File: config.mk
export PLATFORM = sky130hd
export DESIGN_NAME = mmbd_front
export DESIGN_NICKNAME = d
export VERILOG_FILES = /design/src/rtl/core/mmbd_pkg.sv /design/src/rtl/core/mmbd_front.sv
export SDC_FILE = /design/constraint.sdc
export NUM_CORES = 1
export LEC_CHECK = 0
export BUFFER_PORTS_ARGS = -buffer_cell sky130_fd_sc_hd__buf_2
export CORE_MARGIN = 2
export CORE_UTILIZATION = 47
export DETAILED_ROUTE_END_ITERATION = 7
export PLACE_DENSITY = 0.81
export SLEW_MARGIN = 20
export SYNTH_ARGS = -nofsm -noshare
export SYNTH_HDL_FRONTEND = slang
export SYNTH_SLANG_ARGS = --single-unit
File: constraint.sdc
create_clock -name vclk -period 10.57
set_input_delay 1.057 -clock vclk [all_inputs]
set_output_delay 1.057 -clock vclk [all_outputs]
set_load 0.03 [all_outputs]
File: src/rtl/core/mmbd_pkg.sv
// Shared constants, types and codes of the mirrored memory bus decoder.
package mmbd_pkg;

  localparam int unsigned RAM_BYTES  = 2097152;
  localparam int unsigned BIOS_BYTES = 524288;
  localparam int unsigned IO_BYTES   = 4096;
  localparam int unsigned PAGE_SHIFT = 16;
  localparam int unsigned PAGE_W     = 32 - PAGE_SHIFT;
  localparam int unsigned PAGE_BYTES = 1 << PAGE_SHIFT;

  localparam int unsigned RAM_PAGES  = (RAM_BYTES + PAGE_BYTES - 1) >> PAGE_SHIFT;
  localparam int unsigned BIOS_PAGES = (BIOS_BYTES + PAGE_BYTES - 1) >> PAGE_SHIFT;

  localparam int unsigned RAM_AW  = $clog2(RAM_BYTES);
  localparam int unsigned BIOS_AW = $clog2(BIOS_BYTES);
  localparam int unsigned IO_AW   = $clog2(IO_BYTES);
  localparam int unsigned OFF_W   = (RAM_AW > BIOS_AW) ? RAM_AW : BIOS_AW;

  localparam int unsigned LANES          = 4;
  localparam int unsigned RAM_BANK_DEPTH  = (RAM_BYTES + LANES - 1) / LANES;
  localparam int unsigned BIOS_BANK_DEPTH = (BIOS_BYTES + LANES - 1) / LANES;
  localparam int unsigned IO_BANK_DEPTH   = (IO_BYTES + LANES - 1) / LANES;

  localparam logic [31:0] RAM_BASES  [3] = '{32'h0000_0000, 32'h8000_0000, 32'hA000_0000};
  localparam logic [31:0] BIOS_BASES [3] = '{32'h1FC0_0000, 32'h9FC0_0000, 32'hBFC0_0000};
  localparam logic [31:0] IO_FIRST = 32'h1F80_1000;
  localparam logic [31:0] IO_END   = 32'h1F80_2000;

  localparam int unsigned QUEUE_DEPTH = 2;
  localparam int unsigned QPTR_W      = $clog2(QUEUE_DEPTH);
  localparam int unsigned QCNT_W      = $clog2(QUEUE_DEPTH + 1);

  typedef enum logic [1:0] {
    ACT_READ_BYTE  = 2'd0,
    ACT_READ_WORD  = 2'd1,
    ACT_WRITE_BYTE = 2'd2,
    ACT_WRITE_WORD = 2'd3
  } action_e;

  typedef enum logic [1:0] {
    TGT_NONE = 2'd0,
    TGT_RAM  = 2'd1,
    TGT_BIOS = 2'd2,
    TGT_IO   = 2'd3
  } target_e;

  typedef struct packed {
    target_e          tgt;
    logic [OFF_W-1:0] off;
    logic [7:0]       data;
  } lane_t;

  typedef struct packed {
    logic              wr;
    lane_t [LANES-1:0] lane;
  } cmd_t;

endpackage

File: src/rtl/core/mmbd_front.sv
// Front end: splits each access into byte lanes and decodes each lane to a store.
module mmbd_front (
  input  logic             valid_i,
  output logic             ready_o,
  input  logic [1:0]       action_i,
  input  logic [31:0]      address_i,
  input  logic [31:0]      write_data_i,
  output logic             push_valid_o,
  input  logic             push_ready_i,
  output mmbd_pkg::cmd_t   push_cmd_o
);

  function automatic mmbd_pkg::lane_t decode_byte(input logic [31:0] addr,
                                                  input logic [7:0] data);
    mmbd_pkg::lane_t              l;
    logic [mmbd_pkg::PAGE_W-1:0]  page;
    logic [mmbd_pkg::PAGE_W-1:0]  rel;
    logic [31:0]                  off;
    logic                         hit;
    l.tgt = mmbd_pkg::TGT_NONE;
    l.off = '0;
    l.data = data;
    hit = 1'b0;
    page = addr[31:mmbd_pkg::PAGE_SHIFT];
    for (int i = 0; i < 3; i++) begin
      rel = page - mmbd_pkg::RAM_BASES[i][31:mmbd_pkg::PAGE_SHIFT];
      if (!hit && ({16'd0, rel} < mmbd_pkg::RAM_PAGES)) begin
        hit = 1'b1;
        off = {rel, addr[mmbd_pkg::PAGE_SHIFT-1:0]};
        if (off < mmbd_pkg::RAM_BYTES) begin
          l.tgt = mmbd_pkg::TGT_RAM;
          l.off = off[mmbd_pkg::OFF_W-1:0];
        end
      end
    end
    for (int i = 0; i < 3; i++) begin
      rel = page - mmbd_pkg::BIOS_BASES[i][31:mmbd_pkg::PAGE_SHIFT];
      if (!hit && ({16'd0, rel} < mmbd_pkg::BIOS_PAGES)) begin
        hit = 1'b1;
        off = {rel, addr[mmbd_pkg::PAGE_SHIFT-1:0]};
        if (off < mmbd_pkg::BIOS_BYTES) begin
          l.tgt = mmbd_pkg::TGT_BIOS;
          l.off = off[mmbd_pkg::OFF_W-1:0];
        end
      end
    end
    if (!hit && (addr >= mmbd_pkg::IO_FIRST) && (addr < mmbd_pkg::IO_END)) begin
      l.tgt = mmbd_pkg::TGT_IO;
      l.off = mmbd_pkg::OFF_W'(addr[mmbd_pkg::IO_AW-1:0]);
    end
    return l;
  endfunction

  mmbd_pkg::action_e act;
  logic              is_word;

  assign act = mmbd_pkg::action_e'(action_i);
  assign is_word = (act == mmbd_pkg::ACT_READ_WORD) || (act == mmbd_pkg::ACT_WRITE_WORD);

  always_comb begin
    push_cmd_o.wr = (act == mmbd_pkg::ACT_WRITE_BYTE) || (act == mmbd_pkg::ACT_WRITE_WORD);
    for (int k = 0; k < mmbd_pkg::LANES; k++) begin
      push_cmd_o.lane[k] = decode_byte(address_i + 32'(k), write_data_i[8*k +: 8]);
      if (!is_word && (k != 0)) begin
        push_cmd_o.lane[k].tgt = mmbd_pkg::TGT_NONE;
      end
    end
  end

  assign push_valid_o = valid_i;
  assign ready_o = push_ready_i;

endmodule

==> run summary, run 1 <==
CP Cell Sequence: buf_2, ha_1, nand2_1, or4_1, nor3_2, xnor2_1, clkinv_1, ha_1, xnor3_1, a2bb2oi_1, or4_4, o21a_4, nor2_1, buf_2
Post-route DRC: 0
P_leak: 1.772 nW
number of global-route vias before repair: 4,513
Buffers on Ports: 125
Sw Pwr: 0.06618 mW
CP max stage delay: 0.77 ns
Ys Warns: 0
crit share post-route: 0.5739
Critical Path Slowest Stage Cell: or4_1
Die Y: 96.62 µm
# setup viols final: 0
total global-route track usage: 0.3210
Clk network pwr share: 0
layout cells sized above 1: 0.2720
status: complete, no violations
startpoint type of the worst setup path: primary input
pin count of the biggest net entering global routing: 20
sequential group share of total power: 0
Synth cell types: 75
Slew Limit Fails: 0
WP data required: 9.51 ns
Reg area: 0 µm²
sequential element share of the synthesized area: 0
CLK BUF: 0
Detailed Route WL: 15.72 mm
Max-slew headroom: 0.2665
Gate Count Post-Synth: 589
Die Area: 9334 µm²
post-DP HPWL: 12.57 mm
Die W: 96.62 µm
initial DRC count: 462
layout net count: 722
Placer Congestion: 1.008
Routed WL per cell: 21.22 µm
Placed Instance Area: 4304 µm²
antenna viol nets, final: 0
clock period minus worst slack: 6.066 ns
initial antenna violation count: 0
row cnt: 33
CP Capture Type: primary output
min-delay worst type: in -> out
post-route setup TNS: 0 ns
Final Hold Fails: 0
Worst IR Drop VDD: 0.00001860 V
DRT Pass-1 Iters: 5
first-pass GRT wire length: 24.70 mm
CP arrival: 5.01 ns
Fmax: 164.8 MHz
I/O pin count: 195
routed vias: 4,787
ant diodes: 0
fin area: 4304 µm²
RSZ-0062 raised after global routing: no
sw frac: 0.6625
Pwr Density: 23.21 nW/µm²
total overflow reported by the global router: 0
Layout area overhead: 6.766%
Post-Synthesis Mean Instance Area: 6.844 µm²
Setup Crit Path Kind: in -> out
Core ar.: 8258 µm²
Starting Density: 0.4882
Seq cells: 0
Synth Cell Area: 4031 µm²
post-CTS setup repair buffer count: 0
Comb pwr share: 1.000
max cap viols: 0
internal power component: 0.03371 mW
CP Max Fanout: 12
CTS resizes: 0
cts hold-fix bufs: 0
routed vias/inst: 6.460
Worst Max-Slew Pin Slew: 1.090 ns
synthesized net count: 673
## layout by cell type, fill, tap and decap left out, types with 4 or more instances in the layout
| cell | count |
|---|---|
| a21oi_1 | 8 |
| a31oi_1 | 6 |
| and2_1 | 16 |
| and3_1 | 9 |
| and4_1 | 16 |
| buf_2 | 125 |
| ha_1 | 16 |
| inv_1 | 15 |
| nand2_1 | 35 |
| nand3_1 | 31 |
| nand4_1 | 31 |
| nor2_1 | 79 |
| nor2_2 | 11 |
| nor2_4 | 9 |
| nor2b_1 | 13 |
| nor3_1 | 20 |
| nor4_1 | 16 |
| o21ai_0 | 9 |
| or3_1 | 4 |
| or4_1 | 5 |
| xnor2_1 | 58 |
| xnor3_1 | 4 |
| xor2_1 | 21 |
## area by class of cell
| class | instances | area, µm² |
|---|---|---|
| fill | 888 | 3954 |
| inverter | 17 | 63.81 |
| multi-input combinational | 494 | 3483 |
| tap | 105 | 131.4 |
| timing repair buffer | 125 | 625.6 |
## synthesized netlist by cell type (all sizes together), types with 8 or more instances
| master | instances | area share |
|---|---|---|
| nand3 | 31 | 0.038 |
| nand4 | 34 | 0.062 |
| or4 | 8 | 0.018 |
| and3 | 9 | 0.014 |
| xor2 | 21 | 0.046 |
| o21ai | 10 | 0.012 |
| a21oi | 10 | 0.014 |
| inv | 15 | 0.014 |
| nor3 | 22 | 0.030 |
| and2 | 16 | 0.025 |
| nor2 | 99 | 0.12 |
| and4 | 16 | 0.035 |
| ha | 16 | 0.050 |
| a31oi | 9 | 0.017 |
| nor4 | 20 | 0.044 |
| nand2 | 35 | 0.033 |
| buf | 61 | 0.11 |
| xnor2 | 59 | 0.13 |
| nor2b | 13 | 0.020 |
| clkbuf | 17 | 0.016 |
## worst max-delay path: cells and delay by family
family,cells,cell delay (ns)
fa+ha+maj,2,0.54
xor+xnor,2,0.52
buf+inv,3,0.62
compound gates,2,0.41
simple gates,5,1.85
## routing by layer
layer  wire (µm)  global-route usage  share of wire
met3        1666             0.04263           0.11
met1        6425              0.4444           0.41
met5           0                   0              0
met2        6907              0.5043           0.44
met4         724              0.1246          0.046
## through the flow
stage / setup slack, ns / std cells / power, mW / hold WS, ns / util
after floorplan: 5.210 / 589 / 0.09647 / 2.226 / -
after global placement: 4.473 / 741 / 0.09591 / 2.114 / 0.5205
after detailed placement: 4.523 / 741 / 0.09673 / 2.114 / 0.5212
after CTS: 4.527 / 741 / 0.09696 / 2.114 / 0.5212
after global routing: 4.216 / 741 / 0.1071 / 2.114 / 0.5212
final: 4.504 / 741 / 0.09989 / 2.114 / 0.5212
## final timing paths
check / cells past startpoint / from / endpoint / slack, ns
worst max-delay path: 14 / address_i[0] / push_cmd_o[41] / 4.50
worst min-delay path: 0 / write_data_i[1] / push_cmd_o[1] / 2.11
## logic make-up after synthesis
group,share of synthesized area
mux,0.01024
simple gates,0.4814
buf+inv,0.1375
fa+ha+maj,0.04966
xor+xnor,0.1980
compound gates,0.1232
## power by group through the flow
stage | registers (mW) | logic, mW | clock network (mW)
floorplan | 0 | 0.0965 | 0
detailed placement | 0 | 0.0967 | 0
global route | 0 | 0.107 | 0
finish | 0 | 0.0999 | 0
global placement | 0 | 0.0959 | 0
CTS | 0 | 0.0970 | 0
No activity file was read; power rests on OpenSTA's default activity.
==> inputs of run 2 (changes only) <==
==> constraint.sdc (replaced) <==
create_clock -name vclk -period 5.95
set_input_delay 0.595 -clock vclk [all_inputs]
set_output_delay 0.595 -clock vclk [all_outputs]
set_load 0.03 [all_outputs]
==> run summary, run 2 (synthesis results as in run 1) <==
Die Y: 96.62 µm (unchanged)
total overflow reported by the global router: 0 (unchanged)
Worst path top cell family by delay: simple AND/OR/NAND/NOR gates
Setup Crit Path Kind: in -> out
status: complete, no violations
CP Capture Type: primary output
Slew Limit Fails: 0 (unchanged)
Die Area: 9334 µm² (unchanged)
Routed WL per cell: 21.60 µm (+1.8%)
Pwr Density: 41.36 nW/µm² (+78%)
initial antenna violation count: 0 (unchanged)
Die W: 96.62 µm (unchanged)
Post-route DRC: 0 (unchanged)
max cap viols: 0 (unchanged)
cts hold-fix bufs: 0 (unchanged)
Layout area overhead: 7.325%
Max-slew headroom: 0.4235 (+0.1570)
Final Power: 0.1789 mW (+79%)
post-DP HPWL: 12.77 mm (+1.6%)
Core ar.: 8258 µm² (unchanged)
startpoint type of the worst setup path: primary input
initial DRC count: 494 (+6.9%)
commonest non-fill, non-tap cells in the layout: buf_2, nor2_1, xnor2_1
Worst Max-Slew Pin Slew: 0.8590 ns (-0.2312 ns)
Worst IR Drop VDD: 0.00003365 V (+81%)
WP data required: 5.36 ns (-4.15 ns)
# setup viols final: 0 (unchanged)
row cnt: 33 (unchanged)
DRT Pass-1 Iters: 5 (unchanged)
RSZ-0062 raised after global routing: no
post-CTS setup repair buffer count: 0 (unchanged)
post-route setup TNS: 0 ns (unchanged)
Critical Path Slowest Stage Cell: or4_1
total global-route track usage: 0.3239 (+0.002908)
pin count of the biggest net entering global routing: 20 (unchanged)
layout cells sized above 1: 0.2754 (+0.003418)
Place WS: 1.005 ns (-3.519 ns)
hold depth: 0 (unchanged)
worst hold start: write_data_i[16]
CP Cell Sequence: buf_2, ha_1, nand2_1, or4_1, nor3_2, xnor2_1, clkinv_1, ha_1, xnor3_1, a2bb2oi_1, or4_4, o21a_1, nor2_1, buf_2
I/O pin count: 195 (unchanged)
Fmax: 199.8 MHz
CTS resizes: 0 (unchanged)
Buffers on Ports: 125 (unchanged)
Final Hold Fails: 0 (unchanged)
Reg area: 0 µm² (unchanged)
routed vias: 4,762 (-0.52%)
Placer Congestion: 0.9782 (-3.0%)
Starting Density: 0.4882 (unchanged)
antenna viol nets, final: 0 (unchanged)
CP arrival: 4.41 ns (-0.60 ns)
CP Max Fanout: 11 (-1)
hold slack: 1.190 ns (-0.9240 ns)
ant diodes: 0 (unchanged)
Seq cells: 0 (unchanged)
commonest non-fill, non-tap cell in the layout: buf_2
final worst slack: 0.9454 ns (-3.558 ns)
min-delay worst type: in -> out
P_leak: 1.787 nW (+0.83%)
Hold EP: push_cmd_o[62]
Bufs and invs on worst path: 3 (unchanged)
clock period minus worst slack: 5.005 ns
number of global-route vias before repair: 4,435 (-1.7%)
CLK BUF: 0 (unchanged)
Detailed Route WL: 16.07 mm (+2.2%)
crit share post-route: 0.8411
first-pass GRT wire length: 24.92 mm (+0.89%)
routed vias/inst: 6.401 (-0.92%)
layout net count: 725 (+0.42%)
CP max stage delay: 0.71 ns (-0.06 ns)
[run 2: changes by cell type in the layout (fill, tap and decap cells not counted)]
| cell | change |
|---|---|
| nor4_1 | -1 |
| a31oi_1 | +1 |
| buf_4 | +3 |
| a31oi_2 | -1 |
| nor4_2 | +1 |
[run 2: report_power, final]
part	switching (mW)	leakage (nW)	internal, mW
Combinational	0.119	1.79	0.0600
Sequential	0	0	0
Clock	0	0	0
[run 2: layout make-up]
class / instances / area (µm²)
repair buffers: 128 / 648.1
multi-input cells: 494 / 3483
inverters: 17 / 63.81
fillers: 847 / 3931
well taps: 105 / 131.4
[run 2: worst max path at each step]
stage                 start  cells past startpoint         endpoint  slack, ns
2_1_floorplan  address_i[9]                     13   push_cmd_o[51]       1.51
3_3_place_gp   address_i[0]                     12  push_cmd_o[103]       1.12
3_5_place_dp   address_i[0]                     14   push_cmd_o[55]       1.00
4_1_cts        address_i[0]                     14   push_cmd_o[55]        1.0
5_1_grt        address_i[0]                     15  push_cmd_o[104]       0.74
6_report       address_i[0]                     14   push_cmd_o[55]       0.95
[run 2: metal layers]
layer	share of wire	vias up	GRT usage
li1	-	2161	-
met1	0.39	2221	0.4314
met2	0.46	329	0.5230
met3	0.11	51	0.06142
met4	0.038	0	0.1116
met5	0	-	0
[run 2: per-stage QoR]
step / utilization / instance area (µm²) / std cells
final: 0.5239 / 4327 / 744
after global routing: 0.5239 / 4327 / 744
after CTS: 0.5239 / 4327 / 744
after detailed placement: 0.5239 / 4327 / 744
after global placement: 0.5232 / 4320 / 744
after floorplan: - / 4031 / 589
