<file path="config.mk">
export PLATFORM = sky130hd
export DESIGN_NAME = mmbd_queue
export DESIGN_NICKNAME = d
export VERILOG_FILES = /design/src/rtl/core/mmbd_pkg.sv /design/src/rtl/core/mmbd_queue.sv
export SDC_FILE = /design/constraint.sdc
export NUM_CORES = 1
export LEC_CHECK = 0
export BUFFER_PORTS_ARGS = -buffer_cell sky130_fd_sc_hd__buf_2
export CORE_MARGIN = 10
export CORE_UTILIZATION = 56
export DETAILED_ROUTE_END_ITERATION = 7
export PLACE_DENSITY_LB_ADDON = 0.05
export SKIP_CTS_REPAIR_TIMING = 1
export SYNTH_ARGS = -nofsm -noshare
export SYNTH_HDL_FRONTEND = slang
export SYNTH_SLANG_ARGS = --single-unit
</file>
<file path="constraint.sdc">
create_clock -name clk_i -period 11.5 [get_ports clk_i]
set_input_delay 3.45 -clock clk_i [delete_from_list [all_inputs] [get_ports clk_i]]
set_output_delay 3.45 -clock clk_i [all_outputs]
set_load 0.03 [all_outputs]
</file>
<file path="src/rtl/core/mmbd_pkg.sv">
// Shared constants, types and codes of the mirrored memory bus decoder.
package mmbd_pkg;

  localparam int unsigned RAM_BYTES  = 2097152;
  localparam int unsigned BIOS_BYTES = 524288;
  localparam int unsigned IO_BYTES   = 4096;
  localparam int unsigned PAGE_SHIFT = 16;
  localparam int unsigned PAGE_W     = 32 - PAGE_SHIFT;
  localparam int unsigned PAGE_BYTES = 1 << PAGE_SHIFT;

  localparam int unsigned RAM_PAGES  = (RAM_BYTES + PAGE_BYTES - 1) >> PAGE_SHIFT;
  localparam int unsigned BIOS_PAGES = (BIOS_BYTES + PAGE_BYTES - 1) >> PAGE_SHIFT;

  localparam int unsigned RAM_AW  = $clog2(RAM_BYTES);
  localparam int unsigned BIOS_AW = $clog2(BIOS_BYTES);
  localparam int unsigned IO_AW   = $clog2(IO_BYTES);
  localparam int unsigned OFF_W   = (RAM_AW > BIOS_AW) ? RAM_AW : BIOS_AW;

  localparam int unsigned LANES          = 4;
  localparam int unsigned RAM_BANK_DEPTH  = (RAM_BYTES + LANES - 1) / LANES;
  localparam int unsigned BIOS_BANK_DEPTH = (BIOS_BYTES + LANES - 1) / LANES;
  localparam int unsigned IO_BANK_DEPTH   = (IO_BYTES + LANES - 1) / LANES;

  localparam logic [31:0] RAM_BASES  [3] = '{32'h0000_0000, 32'h8000_0000, 32'hA000_0000};
  localparam logic [31:0] BIOS_BASES [3] = '{32'h1FC0_0000, 32'h9FC0_0000, 32'hBFC0_0000};
  localparam logic [31:0] IO_FIRST = 32'h1F80_1000;
  localparam logic [31:0] IO_END   = 32'h1F80_2000;

  localparam int unsigned QUEUE_DEPTH = 2;
  localparam int unsigned QPTR_W      = $clog2(QUEUE_DEPTH);
  localparam int unsigned QCNT_W      = $clog2(QUEUE_DEPTH + 1);

  typedef enum logic [1:0] {
    ACT_READ_BYTE  = 2'd0,
    ACT_READ_WORD  = 2'd1,
    ACT_WRITE_BYTE = 2'd2,
    ACT_WRITE_WORD = 2'd3
  } action_e;

  typedef enum logic [1:0] {
    TGT_NONE = 2'd0,
    TGT_RAM  = 2'd1,
    TGT_BIOS = 2'd2,
    TGT_IO   = 2'd3
  } target_e;

  typedef struct packed {
    target_e          tgt;
    logic [OFF_W-1:0] off;
    logic [7:0]       data;
  } lane_t;

  typedef struct packed {
    logic              wr;
    lane_t [LANES-1:0] lane;
  } cmd_t;

endpackage

</file>
<file path="src/rtl/core/mmbd_queue.sv">
// Short command queue between the decoding front end and the memory back end.
module mmbd_queue (
  input  logic           clk_i,
  input  logic           rst_ni,
  input  logic           push_valid_i,
  output logic           push_ready_o,
  input  mmbd_pkg::cmd_t push_cmd_i,
  output logic           pop_valid_o,
  input  logic           pop_ready_i,
  output mmbd_pkg::cmd_t pop_cmd_o
);

  mmbd_pkg::cmd_t                entry_q [mmbd_pkg::QUEUE_DEPTH];
  logic [mmbd_pkg::QPTR_W-1:0]   wr_ptr_q, wr_ptr_d;
  logic [mmbd_pkg::QPTR_W-1:0]   rd_ptr_q, rd_ptr_d;
  logic [mmbd_pkg::QCNT_W-1:0]   count_q, count_d;
  logic                          push;
  logic                          pop;

  assign push_ready_o = (count_q != mmbd_pkg::QCNT_W'(mmbd_pkg::QUEUE_DEPTH));
  assign pop_valid_o = (count_q != '0);
  assign pop_cmd_o = entry_q[rd_ptr_q];
  assign push = push_valid_i && push_ready_o;
  assign pop = pop_valid_o && pop_ready_i;

  always_comb begin
    wr_ptr_d = push ? wr_ptr_q + 1'b1 : wr_ptr_q;
    rd_ptr_d = pop ? rd_ptr_q + 1'b1 : rd_ptr_q;
    count_d = count_q;
    if (push && !pop) begin
      count_d = count_q + 1'b1;
    end else if (pop && !push) begin
      count_d = count_q - 1'b1;
    end
  end

  always_ff @(posedge clk_i or negedge rst_ni) begin
    if (!rst_ni) begin
      wr_ptr_q <= '0;
      rd_ptr_q <= '0;
      count_q <= '0;
    end else begin
      wr_ptr_q <= wr_ptr_d;
      rd_ptr_q <= rd_ptr_d;
      count_q <= count_d;
    end
  end

  always_ff @(posedge clk_i) begin
    if (push) begin
      entry_q[wr_ptr_q] <= push_cmd_i;
    end
  end

endmodule

</file>
==> results.md, run 1 <==
- Slew Limit Headroom: 17.6%
- Max Slew Vio Count: 0
- Status: completed
- Fin util: a little under three quarters
- DP Cell Count: 872
- H-tree depth: 1
- CP top delay family: buffers and inverters
- Clk Latency, worst-skew pair: 0.51 ns
- Gpl congestion: roughly 0.77
- Crit end category: output port
- WHS Endpoint: count_q[1]$_DFFE_PN0P_
- Pin count of the biggest net entering global routing: 85
- Path type of the worst min-delay path: reg -> reg
- Ordered cell list for the critical path: buf_4 -> mux2_2 -> buf_2
- Drt pass-1 iters: 4
- Synthesis-stage register bit count: 254
- CP Launch Type: flip-flop
- First-pass GRT wire length: about 28 mm
- Routed len/inst: 20.4 um
- Power Internal: 2230 uW
- Bufs and invs on worst path: 2
- Final cycle utilization of the critical path: 57.3%
- Filler Cell Count: 1048
- Post-route ant nets: 0
- CTS root buf: clkbuf_16
- Cell area power density: roughly 290 nW/um^2
- Worst hold slack: 0.490 ns
- Tot GR Track Use: between 10% and 20%
- Part of the power in the clock network: 25.4%
- CTS Buf Count: 26
- DIE AREA: 22300 sq um
- Clk buf depth: 3
- Yosys cell types: 15
- Worst Clk Skew: 0.00675 ns
- Routed wire length: 18.9 mm
- Initial antenna violation count: 7
- CP Data Arrival Time: approximately 3.1 ns
- Final Non-Filler Cells: 925
- Critical path class: reg -> out
- Comb power frac: 34.8%
- Via count: 4692
- DR vias/cell: 5.07
- Final setup viols: 0
- Sink Count: 254
- RSZ-0062 raised after global routing: no
- FP Rows: 47
- Vias in the first global route: 5047
- Worst R2R End: entry_q[0][47]$_DFFE_PP_
- R2R Path Start: count_q[0]$_DFFE_PN0P_
- Crit path max fanout: 84
- Sequential share of the synthesized area: 81.2%
- Sw Share: between 30% and 40%
- CP peak stage delay: 1.01 ns
- Power Total: 3390 uW
- Setup slack, reg-to-reg: just under 9 ns
- Hpwl dp: 13.1 mm
- PortBufs: 255
- Initial Util: 56.9%
- Core area: 16500 sq um
- Setup TNS: 0 ns
- F_max: ~0.15 GHz
- Ports: ~260
- Die W: 149 um
- Hold path depth: 1
- Slew at the pin with the worst max-slew slack: around 1.2 ns
- Sequential Power Share: 39.8%
- CP required: 8.05 ns
- Post-Syn Nets: 537
- Final nets: 810
- Netlist Area Pre-Place: around 9400 sq um
- Iter 0 DRT Violations: 250
- Max-capacitance violation count: 0
- Hold_sp: count_q[1]$_DFFE_PN0P_
- Warnings, synthesis: 0
- TritonCTS clock tree: built
- Synth-to-layout area growth: 25.6%
- Period minus WS final: roughly 6.6 ns
- P_sw: 1160 uW
- CP max stage cell: buf_4
- DRC: 0
- Die height: 149 um
- Clk slew on worst S/H paths: 0.05 ns
- Layout cells sized above 1: 60.7%
- Total congestion overflow: 0
- Cells after synthesis: 407
- Synthesized area per cell: 23.0 sq um
- Max VDD drop: 0.000200 V
- Final hold violation count: 0
- R2R depth: 5
- Static Leak: ~0.0045 uW
## state kept, by name, indices dropped and copies added, names as in the netlist
| register | flops |
|---|---|
| entry_q | 250 |
| count_q | 2 |
| rd_ptr_q | 1 |
| wr_ptr_q | 1 |
## layer usage
metal	up-vias	share of wire, %	GRT usage, %
met5	-	0.14	0
met4	4	2.1	4.71
met3	33	9.7	6.83
met2	187	50	27.4
met1	2284	38	18.5
li1	2184	-	-
## Yosys cell counts (all sizes together)
cell	n	area share (%)
edfxtp	250	80
mux2	125	17
nor2	2	0.080
inv	1	0.040
buf	14	1.1
nand2b	1	0.067
xnor2	3	0.28
nand2	2	0.080
or2	1	0.067
ha	1	0.13
xor2	2	0.19
dfrtp	4	1.1
and3	1	0.067
## how the worst max path moves through the flow
stage / startpoint / end / slack (ns) / cells past startpoint
2_1_floorplan: push_valid_i / entry_q[0][0]$_DFFE_PP_ / 2.14 / 2
3_3_place_gp: rd_ptr_q$_DFFE_PN0P_ / pop_cmd_o[120] / 5.44 / 3
3_5_place_dp: rd_ptr_q$_DFFE_PN0P_ / pop_cmd_o[120] / 5.42 / 3
4_1_cts: rd_ptr_q$_DFFE_PN0P_ / pop_cmd_o[120] / 4.86 / 3
5_1_grt: rd_ptr_q$_DFFE_PN0P_ / pop_cmd_o[28] / 4.74 / 3
6_report: rd_ptr_q$_DFFE_PN0P_ / pop_cmd_o[28] / 4.91 / 3
## cell families (layout without fill, tap and decap cells)
| group | count (synthesis) | count (layout) | share of synthesized area (%) |
|---|---|---|---|
| other cells | 0 | 5 | 0 |
| flops | 254 | 254 | 81.2 |
| buf+inv | 15 | 308 | 1.19 |
| simple gates | 7 | 7 | 0.361 |
| fa+ha+maj | 1 | 1 | 0.134 |
| xor+xnor | 5 | 5 | 0.468 |
| mux | 125 | 125 | 16.6 |
## cell type report
type / instances / area [sq um] / share of cell area, %
Antenna cell: 5 / 12.5 / 0.106
Clock buffer: 32 / 694 / 5.90
Clock inverter: 16 / 203 / 1.72
Inverter: 1 / 3.75 / 0.0319
Multi-Input combinational cell: 138 / 1660 / 14.1
Sequential cell: 254 / 7610 / 64.7
Tap cell: 220 / 275 / 2.34
Timing Repair Buffer: 259 / 1310 / 11.1
## cells in the final DEF (no fill, tap or decap), drive strengths merged
cell type / synthesis / final
xor2: 2 / 2
bufinv: 0 / 5
clkbuf: 0 / 32
and3: 1 / 1
or2: 1 / 1
clkinv: 0 / 9
nand2b: 1 / 1
clkinvlp: 0 / 2
dfrtp: 4 / 4
edfxtp: 250 / 250
diode: 0 / 5
mux2: 125 / 125
buf: 14 / 259
inv: 1 / 1
xnor2: 3 / 3
nor2: 2 / 2
nand2: 2 / 2
ha: 1 / 1
## power by group through the flow
stage / Clock (uW) / Sequential [uW] / Combinational (uW)
finish: 861 / 1350 / 1180
global route: 917 / 1370 / 1250
CTS: 878 / 1350 / 1210
detailed placement: 0 / 1370 / 1200
global placement: 0 / 1360 / 1200
floorplan: 0 / 1350 / 926
## stage by stage
stage	setup WS (ns)	cell area (sq um)
floorplan	2.14	9370
global placement	5.44	10900
detailed placement	5.42	10900
CTS	4.86	11800
global route	4.74	11800
finish	4.91	11800
Power figures use the tool's default switching activity.
==> inputs of run 2 (changes only) <==
ABC_AREA = 1   (was not set)
CORE_UTILIZATION = 47   (was 56)
clock period = 5.8 ns   (was 11.5 ns; I/O delays follow)
==> run 2 against run 1 <==
- synthesized cell count rose by 67%
- highest routed layer unchanged
- clock-buffer cell count fell by 4
- combinational power rose by 120%
- critical path depth rose by 2
- largest power group unchanged
- non-clock buffer count rose by 3
- die area rose by 16%
- register-to-register slack got worse by 5.0 ns
- largest cell class unchanged
- critical path type unchanged
- setup slack got worse by 3.7 ns
==> results.md, run 2 <==
- Status: completed
- First-pass GRT wire length: 33.5 mm (+20%)
- Total congestion overflow: 0 (unchanged)
- FP Rows: 51 (+8.5%)
- Routed wire length: 21.7 mm (+15%)
- Warnings, synthesis: 0 (unchanged)
- PortBufs: 255 (unchanged)
- Max-capacitance violation count: 0 (unchanged)
- Ys flop type: edfxtp_1
- Die height: 161 um (+7.6%)
- Hpwl dp: 14.5 mm (+11%)
- Gpl congestion: 0.767 (about the same)
- Post-synth top cells: nand2_1 (385), edfxtp_1 (250), buf_2 (19)
- Layout cells sized above 1: 32.2% (-29 points)
- Iter 0 DRT Violations: 383 (+53%)
- Async SR Flop Fraction: 1.57% (unchanged)
- Worst Clk Skew: 0.00579 ns (-0.000966 ns)
- Post-place instance area: 10800 sq um (-0.28%)
- Cells after synthesis: 681 (+67%)
- Die W: 161 um (+7.6%)
- Synth-to-layout area growth: 27.1%
- Setup TNS: 0 ns (unchanged)
- Slew Limit Headroom: 37.3% (+20 points)
- Clk Latency, worst-skew pair: 0.51 ns (about the same)
- Yosys cell types: 14 (-1)
- Synth area leaders: edfxtp_1 (81%), nand2_1 (16%), dfrtp_1 (1.1%)
- Clk buf depth: 3 (unchanged)
- Design Area, Final: 11800 sq um (+0.41%)
- Routed len/inst: 17.6 um (-14%)
- Drt pass-1 iters: 4 (unchanged)
- Crit path max fanout: 88 (+4.8%)
- Crit end category: output port
- Clk slew on worst S/H paths: 0.06 ns (about the same)
- Post-synth EDFFs: 250 (unchanged)
- F_max: 0.217 GHz
- H-tree depth: 1 (unchanged)
- Slew at the pin with the worst max-slew slack: 0.941 ns (-0.295 ns)
- Vias in the first global route: 6054 (+20%)
- CP Data Arrival Time: 2.87 ns (-0.27 ns)
- Final nets: 1074 (+33%)
- DRC: 0 (unchanged)
- Worst hold slack: 0.524 ns (+0.0345 ns)
- DP Cell Count: 1181 (+35%)
- Sink Count: 254 (unchanged)
- Cell area power density: 600 nW/um^2 (+110%)
- Area leader, netlist: edfxtp_1
- DIE AREA: 25800 sq um (+16%)
- Core area: 19500 sq um (+18%)
- Hold_sp: count_q[0]$_DFFE_PN0P_
- Ports: 256 (unchanged)
- Initial antenna violation count: 7 (unchanged)
- Via count: 5815 (+24%)
- CP Launch Type: flip-flop
- Pin count of the biggest net entering global routing: 89 (+4.7%)
- Hold path depth: 1 (unchanged)
- Most common cell in the netlist: nand2_1
- Max VDD drop: 0.000307 V (+53%)
- R2R Path Start: count_q[0]$_DFFE_PN0P_
- Synthesized area per cell: 13.7 sq um (-41%)
- Path type of the worst min-delay path: reg -> reg
- Post-route ant nets: 0 (unchanged)
- Post-synth top area share: 80.7% (+0.59 points)
- DR vias/cell: 4.72 (-7.0%)
- RSZ-0062 raised after global routing: no
- Most common cell after layout, fill and taps aside: nand2_1
- CTS Buf Count: 26 (unchanged)
- Final cycle utilization of the critical path: 79.5%
- CP startpoint: rd_ptr_q$_DFFE_PN0P_
- Final Non-Filler Cells: 1233 (+33%)
- Tot GR Track Use: 16.2% (about the same)
- Biggest regs: entry_q: 250 flops, count_q: 2 flops
- Initial Util: 47.8% (-9.1 points)
- TritonCTS clock tree: built
- Synthesis-stage register bit count: 254 (unchanged)
- Most frequent cells in the layout: nand2_1 (385), buf_2 (255), edfxtp_1 (250)
- CTS root buf: clkbuf_16
- Period minus WS final: 4.61 ns
- Max Slew Vio Count: 0 (unchanged)
- Sequential share of the synthesized area: 81.8% (+0.60 points)
- R2R depth: 5 (unchanged)
- Final hold violation count: 0 (unchanged)
- Final setup viols: 0 (unchanged)
- Top reg by flops: entry_q
- Critical path class: reg -> out
- Largest register FFs: 250 (unchanged)
- Post-Syn Nets: 811 (+51%)
- CP required: 4.06 ns (-3.99 ns)
- Netlist Area Pre-Place: 9300 sq um (-0.73%)
- Static Leak: 0.00511 uW (+13%)
run 2: cell count changes after synthesis, sizes merged:
cell    before  now
nand2        2  385
nand2b       1    0
inv          1    7
xor2         2    1
nand3        0    2
and3         1    0
or2          1    0
mux2       125    0
xnor2        3    1
buf         14   27
nand4        0    1
run 2: report_power, final:
| group | total, uW | internal (uW) | switching (uW) |
|---|---|---|---|
| clock network | 1870 | 1200 | 667 |
| registers | 2670 | 2510 | 162 |
| logic | 2550 | 595 | 1950 |
| total | 7090 | 4310 | 2780 |
run 2: final timing paths:
kind / to / slack (ns)
max: pop_cmd_o[87] / 1.19
min: count_q[0]$_DFFE_PN0P_ / 0.52
max reg2reg: entry_q[1][14]$_DFFE_PP_ / 3.76
min reg2reg: count_q[0]$_DFFE_PN0P_ / 0.52
max in group asynchronous: rd_ptr_q$_DFFE_PN0P_ / 4.64
min in group asynchronous: count_q[1]$_DFFE_PN0P_ / 1.02
run 2: critical path: stages (launching register included):
cell	delay (ns)
dfrtp_4	0.74
inv_4	0.79
buf_4	0.37
nand2_1	0.09
nand2_1	0.08
buf_2	0.21
run 2: per-layer routing:
layer	share of wire, %	vias up	wire (um)	GRT usage [%]
met3	10	40	2260	6.29
met5	0.15	-	33	0
li1	-	2830	-	-
met1	40	2706	8750	20.7
met4	2.2	6	468	4.55
met2	47	233	10200	25.4
run 2: cells by family (layout without fill, tap and decap cells):
family        count (synthesis)  after routing  synth area share [%]
simple gates                390            390                  15.8
flops                       254            254                  81.8
buf+inv                      34            317                  2.06
xor+xnor                      2              2                 0.188
fa+ha+maj                     1              1                 0.135
other cells                   0              4                     0
run 2: final cells by class:
type	instances	area, sq um
fill	1583	7650
sequential	254	7610
multi-input combinational	393	1510
timing repair buffer	262	1340
clock buffer	28	679
tap	265	332
clock inverter	20	299
inverter	7	28.8
antenna	4	10.0
run 2: through the flow:
step           utilization, %  setup slack, ns  total power, uW
6_report                 60.7             1.19             7090
3_3_place_gp             55.6             1.76             5260
4_1_cts                  60.7             1.15             7180
3_5_place_dp             55.6             1.72             5310
2_1_floorplan               -            -1.87             4540
5_1_grt                  60.7            0.968             7470
